===== src/rtl/fpt_pkg.sv =====
// ----------------------------------------------------------------------------
// fpt_pkg: shared types and constants of the page-table walker
// Item structs, entry bit positions, state and unit codes, index selection.
// ----------------------------------------------------------------------------
package fpt_pkg;

    localparam int TABLE_SLOTS       = 16;
    localparam int ENTRIES_PER_TABLE = 512;
    localparam int SLOT_W            = $clog2(TABLE_SLOTS);
    localparam int CNT_W             = $clog2(TABLE_SLOTS + 1);
    localparam int IDX_W             = $clog2(ENTRIES_PER_TABLE);
    localparam int MEM_DEPTH         = TABLE_SLOTS * ENTRIES_PER_TABLE;
    localparam int MEM_AW            = $clog2(MEM_DEPTH);
    localparam int FRAME_W           = 40;

    localparam logic [1:0] CMD_MAP       = 2'd0;
    localparam logic [1:0] CMD_UNMAP     = 2'd1;
    localparam logic [1:0] CMD_TRANSLATE = 2'd2;

    localparam logic [1:0] ST_OK     = 2'd0;
    localparam logic [1:0] ST_ABSENT = 2'd1;
    localparam logic [1:0] ST_NOMEM  = 2'd2;

    localparam int PTE_PRESENT = 0;
    localparam int PTE_WRITE   = 1;
    localparam int PTE_USER    = 2;
    localparam int PTE_LARGE   = 7;

    localparam logic [1:0] LVL_PDPT = 2'd1;
    localparam logic [1:0] LVL_PD   = 2'd2;
    localparam logic [1:0] LVL_LEAF = 2'd3;

    typedef struct packed {
        logic [1:0]  command;
        logic [47:0] virt_addr;
        logic [51:0] phys_addr;
        logic [63:0] page_flags;
    } t_in_item;

    typedef struct packed {
        logic [1:0]  status;
        logic [51:0] phys_result;
    } t_out_item;

    typedef enum logic [2:0] {
        S_CLEAR,
        S_IDLE,
        S_READ,
        S_EVAL,
        S_ALLOC,
        S_DONE
    } t_state;

    typedef enum logic {
        ALU_ADD,
        ALU_SUB
    } t_alu_op;

    typedef struct packed {
        t_alu_op            op;
        logic [FRAME_W-1:0] a;
        logic [FRAME_W-1:0] b;
    } t_alu_req;

    typedef struct packed {
        logic [FRAME_W-1:0] sum;
        logic               in_pool;
        logic [SLOT_W-1:0]  slot;
    } t_alu_res;

    typedef struct packed {
        logic              we;
        logic [MEM_AW-1:0] addr;
        logic [63:0]       wdata;
    } t_ram_req;

    function automatic logic [IDX_W-1:0] fpt_index(input logic [47:0] va,
                                                   input logic [1:0]  lvl);
        logic [IDX_W-1:0] idx;
        case (lvl)
            2'd0:    idx = va[47:39];
            2'd1:    idx = va[38:30];
            2'd2:    idx = va[29:21];
            default: idx = va[20:12];
        endcase
        return idx;
    endfunction

endpackage


===== src/rtl/fpt_alu.sv =====
// ----------------------------------------------------------------------------
// fpt_alu: shared frame adder and pool range check
// Forms table addresses from the pool base and maps frame numbers to slots.
// ----------------------------------------------------------------------------
module fpt_alu (
    input  fpt_pkg::t_alu_req i_req,
    output fpt_pkg::t_alu_res o_res
);

    import fpt_pkg::*;

    logic [FRAME_W-1:0] w_b;
    logic [FRAME_W:0]   w_sum;

    always_comb begin
        w_b   = (i_req.op == ALU_SUB) ? ~i_req.b : i_req.b;
        w_sum = {1'b0, i_req.a} + {1'b0, w_b} + {{FRAME_W{1'b0}}, (i_req.op == ALU_SUB)};
        o_res.sum     = w_sum[FRAME_W-1:0];
        o_res.in_pool = w_sum[FRAME_W] && (w_sum[FRAME_W-1:0] < FRAME_W'(TABLE_SLOTS));
        o_res.slot    = w_sum[SLOT_W-1:0];
    end

endmodule


===== src/rtl/fpt_walk.sv =====
// ----------------------------------------------------------------------------
// fpt_walk: table walk sequencer
// Clears the pool, walks the levels, allocates tables and holds the result.
// ----------------------------------------------------------------------------
module fpt_walk (
    input  logic                      i_clk,
    input  logic                      i_rst_n,
    input  logic                      i_in_valid,
    output logic                      o_in_ready,
    input  fpt_pkg::t_in_item         i_in_data,
    output logic                      o_out_valid,
    input  logic                      i_out_ready,
    output fpt_pkg::t_out_item        o_out_data,
    input  logic [fpt_pkg::FRAME_W-1:0] i_pool_frame,
    output fpt_pkg::t_ram_req         o_ram,
    input  logic [63:0]               i_ram_rdata
);

    import fpt_pkg::*;

    t_state            r_state, n_state;
    t_in_item          r_item, n_item;
    logic [1:0]        r_lvl, n_lvl;
    logic [SLOT_W-1:0] r_slot, n_slot;
    logic [63:0]       r_entry, n_entry;
    logic [CNT_W-1:0]  r_next_free, n_next_free;
    logic [MEM_AW-1:0] r_clr, n_clr;
    logic [1:0]        r_status, n_status;
    logic [51:0]       r_result, n_result;
    logic              r_out_valid, n_out_valid;
    t_out_item         r_out, n_out;

    t_alu_req          w_alu_req;
    t_alu_res          w_alu_res;
    logic [SLOT_W-1:0] w_slot;
    logic              w_slot_ok;
    logic [IDX_W-1:0]  w_idx;

    fpt_alu u_alu (
        .i_req (w_alu_req),
        .o_res (w_alu_res)
    );

    always_ff @(posedge i_clk) begin
        if (!i_rst_n) begin
            r_state     <= S_CLEAR;
            r_clr       <= '0;
            r_next_free <= CNT_W'(1);
            r_out_valid <= 1'b0;
        end else begin
            r_state     <= n_state;
            r_clr       <= n_clr;
            r_next_free <= n_next_free;
            r_out_valid <= n_out_valid;
        end
        r_item   <= n_item;
        r_lvl    <= n_lvl;
        r_slot   <= n_slot;
        r_entry  <= n_entry;
        r_status <= n_status;
        r_result <= n_result;
        r_out    <= n_out;
    end

    always_comb begin
        w_alu_req.op = ALU_SUB;
        w_alu_req.a  = r_entry[51:12];
        w_alu_req.b  = i_pool_frame;
        if (r_state == S_ALLOC) begin
            w_alu_req.op = ALU_ADD;
            w_alu_req.a  = i_pool_frame;
            w_alu_req.b  = FRAME_W'(r_next_free);
        end
    end

    always_comb begin
        n_state     = r_state;
        n_item      = r_item;
        n_lvl       = r_lvl;
        n_slot      = r_slot;
        n_entry     = r_entry;
        n_next_free = r_next_free;
        n_clr       = r_clr;
        n_status    = r_status;
        n_result    = r_result;
        n_out       = r_out;
        n_out_valid = r_out_valid && !i_out_ready;

        w_idx         = fpt_index(r_item.virt_addr, r_lvl);
        w_slot        = (r_lvl == 2'd0) ? '0 : w_alu_res.slot;
        w_slot_ok     = (r_lvl == 2'd0) || w_alu_res.in_pool;
        o_ram.we      = 1'b0;
        o_ram.addr    = MEM_AW'({r_slot, w_idx});
        o_ram.wdata   = '0;
        o_in_ready    = (r_state == S_IDLE);

        unique case (r_state)
            S_CLEAR: begin
                o_ram.we   = 1'b1;
                o_ram.addr = r_clr;
                if (r_clr == MEM_AW'(MEM_DEPTH - 1)) begin
                    n_state = S_IDLE;
                end else begin
                    n_clr = r_clr + MEM_AW'(1);
                end
            end
            S_IDLE: begin
                if (i_in_valid) begin
                    n_item   = i_in_data;
                    n_lvl    = 2'd0;
                    n_result = '0;
                    if (i_in_data.command == CMD_MAP || i_in_data.command == CMD_UNMAP ||
                        i_in_data.command == CMD_TRANSLATE) begin
                        n_state = S_READ;
                    end else begin
                        n_status = ST_ABSENT;
                        n_state  = S_DONE;
                    end
                end
            end
            S_READ: begin
                o_ram.addr = MEM_AW'({w_slot, w_idx});
                if (!w_slot_ok) begin
                    n_status = ST_ABSENT;
                    n_state  = S_DONE;
                end else begin
                    n_slot = w_slot;
                    if (r_lvl == LVL_LEAF && r_item.command == CMD_MAP) begin
                        o_ram.we    = 1'b1;
                        o_ram.wdata = {12'b0, r_item.phys_addr[51:12], 12'b0}
                                      | r_item.page_flags | 64'd1;
                        n_status    = ST_OK;
                        n_state     = S_DONE;
                    end else if (r_lvl == LVL_LEAF && r_item.command == CMD_UNMAP) begin
                        o_ram.we = 1'b1;
                        n_status = ST_OK;
                        n_state  = S_DONE;
                    end else begin
                        n_state = S_EVAL;
                    end
                end
            end
            S_EVAL: begin
                n_entry = i_ram_rdata;
                if (!i_ram_rdata[PTE_PRESENT]) begin
                    if (r_item.command == CMD_MAP) begin
                        n_state = S_ALLOC;
                    end else begin
                        n_status = ST_ABSENT;
                        n_state  = S_DONE;
                    end
                end else if (r_item.command == CMD_TRANSLATE && r_lvl == LVL_PDPT &&
                             i_ram_rdata[PTE_LARGE]) begin
                    n_result = {i_ram_rdata[51:30], r_item.virt_addr[29:0]};
                    n_status = ST_OK;
                    n_state  = S_DONE;
                end else if (r_item.command == CMD_TRANSLATE && r_lvl == LVL_PD &&
                             i_ram_rdata[PTE_LARGE]) begin
                    n_result = {i_ram_rdata[51:21], r_item.virt_addr[20:0]};
                    n_status = ST_OK;
                    n_state  = S_DONE;
                end else if (r_lvl == LVL_LEAF) begin
                    n_result = {i_ram_rdata[51:12], r_item.virt_addr[11:0]};
                    n_status = ST_OK;
                    n_state  = S_DONE;
                end else begin
                    n_lvl   = r_lvl + 2'd1;
                    n_state = S_READ;
                end
            end
            S_ALLOC: begin
                if (r_next_free >= CNT_W'(TABLE_SLOTS)) begin
                    n_status = ST_NOMEM;
                    n_state  = S_DONE;
                end else begin
                    o_ram.we    = 1'b1;
                    o_ram.wdata = {12'b0, w_alu_res.sum, 12'b0} | 64'h3
                                  | (r_item.page_flags & 64'h4);
                    n_entry     = o_ram.wdata;
                    n_next_free = r_next_free + CNT_W'(1);
                    n_lvl       = r_lvl + 2'd1;
                    n_state     = S_READ;
                end
            end
            S_DONE: begin
                if (!r_out_valid || i_out_ready) begin
                    n_out_valid       = 1'b1;
                    n_out.status      = r_status;
                    n_out.phys_result = r_result;
                    n_state           = S_IDLE;
                end
            end
            default: begin
                n_state = S_IDLE;
            end
        endcase
    end

    assign o_out_valid = r_out_valid;
    assign o_out_data  = r_out;

endmodule


===== config.mk =====
export PLATFORM = sky130hd
export DESIGN_NAME = fpt_walk
export DESIGN_NICKNAME = d
export VERILOG_FILES = /design/src/rtl/fpt_pkg.sv /design/src/rtl/fpt_alu.sv /design/src/rtl/fpt_walk.sv
export SDC_FILE = /design/constraint.sdc
export NUM_CORES = 1
export LEC_CHECK = 0
export ABC_AREA = 1
export ABC_CLOCK_PERIOD_IN_PS = 27400
export BUFFER_PORTS_ARGS = -buffer_cell sky130_fd_sc_hd__buf_4
export CORE_MARGIN = 1
export CORE_UTILIZATION = 50
export CTS_BUF_LIST = sky130_fd_sc_hd__clkbuf_16
export CTS_CLUSTER_DIAMETER = 40
export DETAILED_ROUTE_END_ITERATION = 6
export GPL_TIMING_DRIVEN = 0
export PLACE_DENSITY = 0.83
export SETUP_SLACK_MARGIN = 0.05
export SLEW_MARGIN = 15
export SYNTH_ARGS = -nofsm -noshare
export SYNTH_HDL_FRONTEND = slang
export SYNTH_SLANG_ARGS = --single-unit

===== constraint.sdc =====
create_clock -name i_clk -period 27.4 [get_ports i_clk]
set_input_delay 5.48 -clock i_clk [delete_from_list [all_inputs] [get_ports i_clk]]
set_output_delay 5.48 -clock i_clk [all_outputs]
set_load 0.02 [all_outputs]

# After elaboration in Yosys (flattened, before gate mapping)
# Cells that the tools add are included.
# totals
register_bits	354
input_bits	274
out_inout_bits	134
wordCells	143
# op_classes
add_sub_neg	5
n_lt_le_gt_ge	2
eq_ne	27
muxes	57
bitwise_logic	5
reduce_logical	32
# ops
operator	count
52-bit two-way mux	7
52-bit one-hot mux with 2 select lines	2
64-bit two-way mux	2
64-bit one-hot mux with 2 select lines	1
81-bit two-way mux	1
52-bit by 64-bit OR with 64-bit output	1
52-bit by 3-bit OR with 52-bit output	1
40-bit by 40-bit adder with 41-bit output	1
41-bit by 1-bit adder with 41-bit output	1
40-bit by 5-bit < comparator with 1-bit output, second input constant	1
40-bit two-way mux	1
40-bit NOT	1
3-bit two-way mux	12
2-bit two-way mux	17
9-bit one-hot mux with 3 select lines	1
13-bit one-hot mux with 2 select lines	1
2-bit inequality test, second input constant	9
3-bit one-hot mux with 6 select lines	1
7-bit AND reduction	2
13-bit by 1-bit adder with 13-bit output, second input constant	1
13-bit == test, second input constant	1
2-bit AND reduction	6
2-bit == test, second input constant	4
1-bit logical AND	8
26 further kinds	45

# Depth between registers and ports, before layout
# logic_depth
word_depth	11
ltp_mapped	30
depth_no_buf	28

# Modules after synthesis
# Synthesis repeated with hierarchy kept, for this count alone.
# unflattened
cells_unflattened	1945
hier_area_um2	17621.9
# by_module_without_submodules
module	instances	cells_each	area_per_inst_um2	seq_area_each_um2
fpt_walk	1	1182	13800.7	9659.3
fpt_alu	1	763	3821.2	0.0

# Worst setup path before layout
# Ideal clock, no wire load.
# synth_timing
path_type	input-to-output
from	input i_pool_frame[0] (netlist name)
to	output o_ram[2] (netlist name)
arrival_time_ps	8510
required_ps	21920
setup_slack_ps	13410
stages	24
n_path_buf	0
path_cell_list	inv_1 nor2_1 nand2_2 and2_1 fa_1 nand3_1 nand3_1 nand2_1 nand2_1 nand2_1 nand2_1 nand2_1 nand2_1 nand2_1 nand2_1 nand2_1 nand2_1 nor2_1 nand2_1 nor2_1 nand4_1 a21oi_4 nand3_4 a21boi_0
# synth_rtl
element	line	source
start, declared	fpt_walk.sv:14	input logic [fpt_pkg::FRAME_W-1:0] i_pool_frame,
end, declared	fpt_walk.sv:15	output fpt_pkg::t_ram_req o_ram,

==> flow_summary.toml <==
[outcome]
status = "finished, final reports clean"

[logic_synthesis]
ys.flop_type = "edfxtp_1"
yosysSeqAreaShare_pct = 58.1
synth_edf_count = 307
syn_avg_cell_area_um2 = 9.05
synth_seq_cells = 329
syn_nets = 2158
async_flop_share_pct = 0
yosysTopAreaCellShare_pct = 55.5
post_synth_num_cell_types = 46
synth_top_cells_by_area = "edfxtp_1 55%, nand2_1 12%, nor2_1 5.9%, inv_1 5.6%, ha_1 3.5%"
synthCells = 1837
synth_warnings = 0
synth_area_leader_cell = "edfxtp_1"
synth_area_um2 = 16600

[route]
dr.pass1.iters = 6
ant_nets = 0
vias_per_cell = 5.40
drc = 0
drt_iter0_markers = 1408
routed_wl_mm = 54.0
vias = 14800
post_drt_wl_per_cell_um = 19.7

[die]
num_rows = 66
die_height_um = 184
start_util_pct = 50.9
io_pins = 408
die_area_um2 = 34000
core_area_um2 = 32600
die_w_um = 184

[final_layout]
nFillCells = 2532
ff_latch_area_um2 = 9660
layout.nets = 2584
multi_input_area_um2 = 5830
drive_gt1_share_pct = 22.0
final_util_pct = 66.3
areaGrowthSynthToFinish_pct = 30.1

[global_routing]
grt_pass1_vias = 14400
grt_pass1_wl_mm = 79.3
grt_usage_pct = 31.6
antenna_found_initial = 1
gr-total-overflow = 0
grt_max_degree = 34

[worst_setup_path]
worst-path-max-fanout = 10
arrival_ns = 10.02
end_kind = "primary output"
critPathRequiredTime_ns = 21.92
path_class = "input pin to primary output"
cp-start-kind = "input pin"
r2r_slack_ns = 21.52

[cts]
clk_pin_slew_ns = 0.06
cts_resized = 0
cts_buffer_depth = 3
clockRootBuffer = "clkbuf_16"
cts_tree = "built"
post-cts-setup-buffer-count = 0
h-tree-depth = 2
clock_sinks = 329
cts_made_buffers = 43
clk_latency_ns = 0.55
ctsHoldBuffers = 0

[place]
hpwl_mm = 42.5
portBuffers = 372
place.gp.congestion = 1.02

[power]
leakagePower_nw = 9.65
irDropWorstVdd_mv = 0.0676
p_per_area_nw_per_um2 = 55.1

[hold_path]
min_path_type = "flop to flop"

[flow_run]
cap_violations = 0

[sta]
fin_crit_ns = 15.50
relSlewSlack_pct = 28.1
clock_skew_ns = 0.0143
worst_pin_slew_ns = 1.07
setup_viol_count_final = 0
timing.fmax_mhz = 64.5
setup_tns_ns = 0
rsz0062_at_grt = "false"
period_share_pct = 56.6
finalMaxSlewViolations = 0
hold_violations = 0
==> synth_stat cells (3+ instances only) <==
| library cell | count |
|---|---|
| xnor2_1 | 3 |
| nand3b_1 | 4 |
| xor2_1 | 5 |
| nor2_1 | 261 |
| dfxtp_1 | 22 |
| o211ai_1 | 10 |
| nand2_2 | 6 |
| inv_1 | 246 |
| nor2_2 | 4 |
| o22ai_2 | 12 |
| nor3_1 | 18 |
| nand2_1 | 523 |
| nor4_1 | 5 |
| o22ai_1 | 11 |
| o21bai_1 | 7 |
| o21ai_2 | 16 |
| clkinv_1 | 3 |
| ha_1 | 46 |
| buf_1 | 6 |
| a21oi_1 | 70 |
| clkbuf_1 | 37 |
| nand4_1 | 15 |
| edfxtp_1 | 307 |
| o21ai_0 | 101 |
| buf_6 | 4 |
| nand3_1 | 71 |
==> final timing paths <==
kind / startpoint / end / cells past startpoint
worst min register to register: r_result[48]$_SDFFCE_PN0P_ / o_out_data[48]$_DFFE_PP_ / 0
worst max-delay path: i_pool_frame[0] / o_ram[45] / 26
worst max register to register: r_state[1]$_SDFFE_PN0P_ / r_status[1]$_DFFE_PP_ / 27
worst min-delay path: r_result[48]$_SDFFCE_PN0P_ / o_out_data[48]$_DFFE_PP_ / 0
==> logic make-up (layout without fill, tap and decap cells) <==
logic type	count (synthesis)	in the layout	synth area share, %
and+or+nand+nor	914	914	22.1
DFF	329	329	58.1
buffers and inverters	298	754	6.93
AOI/OAI and AO/OA	240	240	8.74
adders and majority gates	47	47	3.58
xor gates and xnor gates	9	9	0.520
other	0	2	0
==> layout make-up <==
cell class | instances | area share, %
inverters | 249 | 4.32
clock buffers | 46 | 5.32
well taps | 442 | 2.56
diodes | 2 | 0.0231
plain buffers | 49 | 1.00
flip-flops and latches | 329 | 44.7
clock inverters | 29 | 1.27
repair buffers | 381 | 13.9
multi-input cells | 1210 | 27.0
==> worst max-delay path: stages <==
cell and delay, ns:
buf_4 0.11, nand2_1 0.05, nand3_1 0.14, and2_1 0.22, fa_1 0.51, nand3_1 0.14
nand3_1 0.22, nand2_1 0.15, nand2_1 0.09, nand2_1 0.11, nand2_1 0.14, nand2_1 0.11
nand2_1 0.07, nand2_1 0.14, nand2_1 0.15, nand2_1 0.09, nand2_1 0.22, nor2_1 0.17
nand2_1 0.07, nor2_1 0.10, nand4_1 0.23, a21oi_4 0.36, nand3_4 0.25, buf_6 0.23
o22ai_1 0.23, buf_4 0.21
==> per-layer routing <==
metal	global-route usage, %	share of wire (%)	vias up
li1	-	-	6913
met1	38.4	38	6951
met2	54.3	49	789
met3	6.22	9.0	128
met4	13.9	4.2	0
met5	0	0	-
==> report_power, final <==
part	leakage (nW)	internal (W)	switching, W	total (W)
clock network	0.713	0.000330	0.000227	0.000557
registers	2.97	0.000546	0.000000261	0.000546
logic	5.97	0.0000371	0.0000503	0.0000874
==> metrics by stage <==
| stage | instances | instance area (µm²) | hold WS [ns] | total power, W | setup WS (ns) |
|---|---|---|---|---|---|
| after floorplan | 1837 | 16600 | 0.400 | 0.000593 | 13.41 |
| after global routing | 2736 | 21600 | 0.417 | 0.00122 | 11.72 |
| final | 2737 | 21600 | 0.412 | 0.00119 | 11.90 |
| after detailed placement | 2660 | 20200 | 0.405 | 0.000642 | 12.06 |
| after CTS | 2735 | 21600 | 0.413 | 0.00119 | 12.01 |
| after global placement | 2651 | 20000 | 0.400 | 0.000640 | 12.04 |
==> cells in the final DEF, fill, tap and decap left out, types with 3 or more instances in the layout <==
master     count
clkinv_1       6
o21bai_1       7
nor2_1       260
o22ai_1       11
inv_6         11
buf_6          4
buf_12         6
inv_1        248
xor2_1         5
clkbuf_1      37
clkbuf_16     46
nor3_1        18
o22ai_2       12
edfxtp_1     307
ha_1          46
nand2_1      522
buf_16         3
o21ai_2       16
nand4_1       15
nor4_1         5
nand2_2        7
inv_8          4
buf_1          6
a21oi_1       69
nor2_2         4
dfxtp_1       22
xnor2_1        3
o211ai_1      10
nand3b_1       4
buf_4        372
nand3_1       71
o21ai_0      101
==> flip-flops by register name (all words and copies together), names as in the netlist <==
signal and cells:
o_out_data 54, o_out_valid 1, r_clr 13, r_entry 40, r_item 153, r_lvl 2
r_next_free 5, r_result 52, r_slot 4, r_state 3, r_status 2
(Power assumes the default switching activity.)
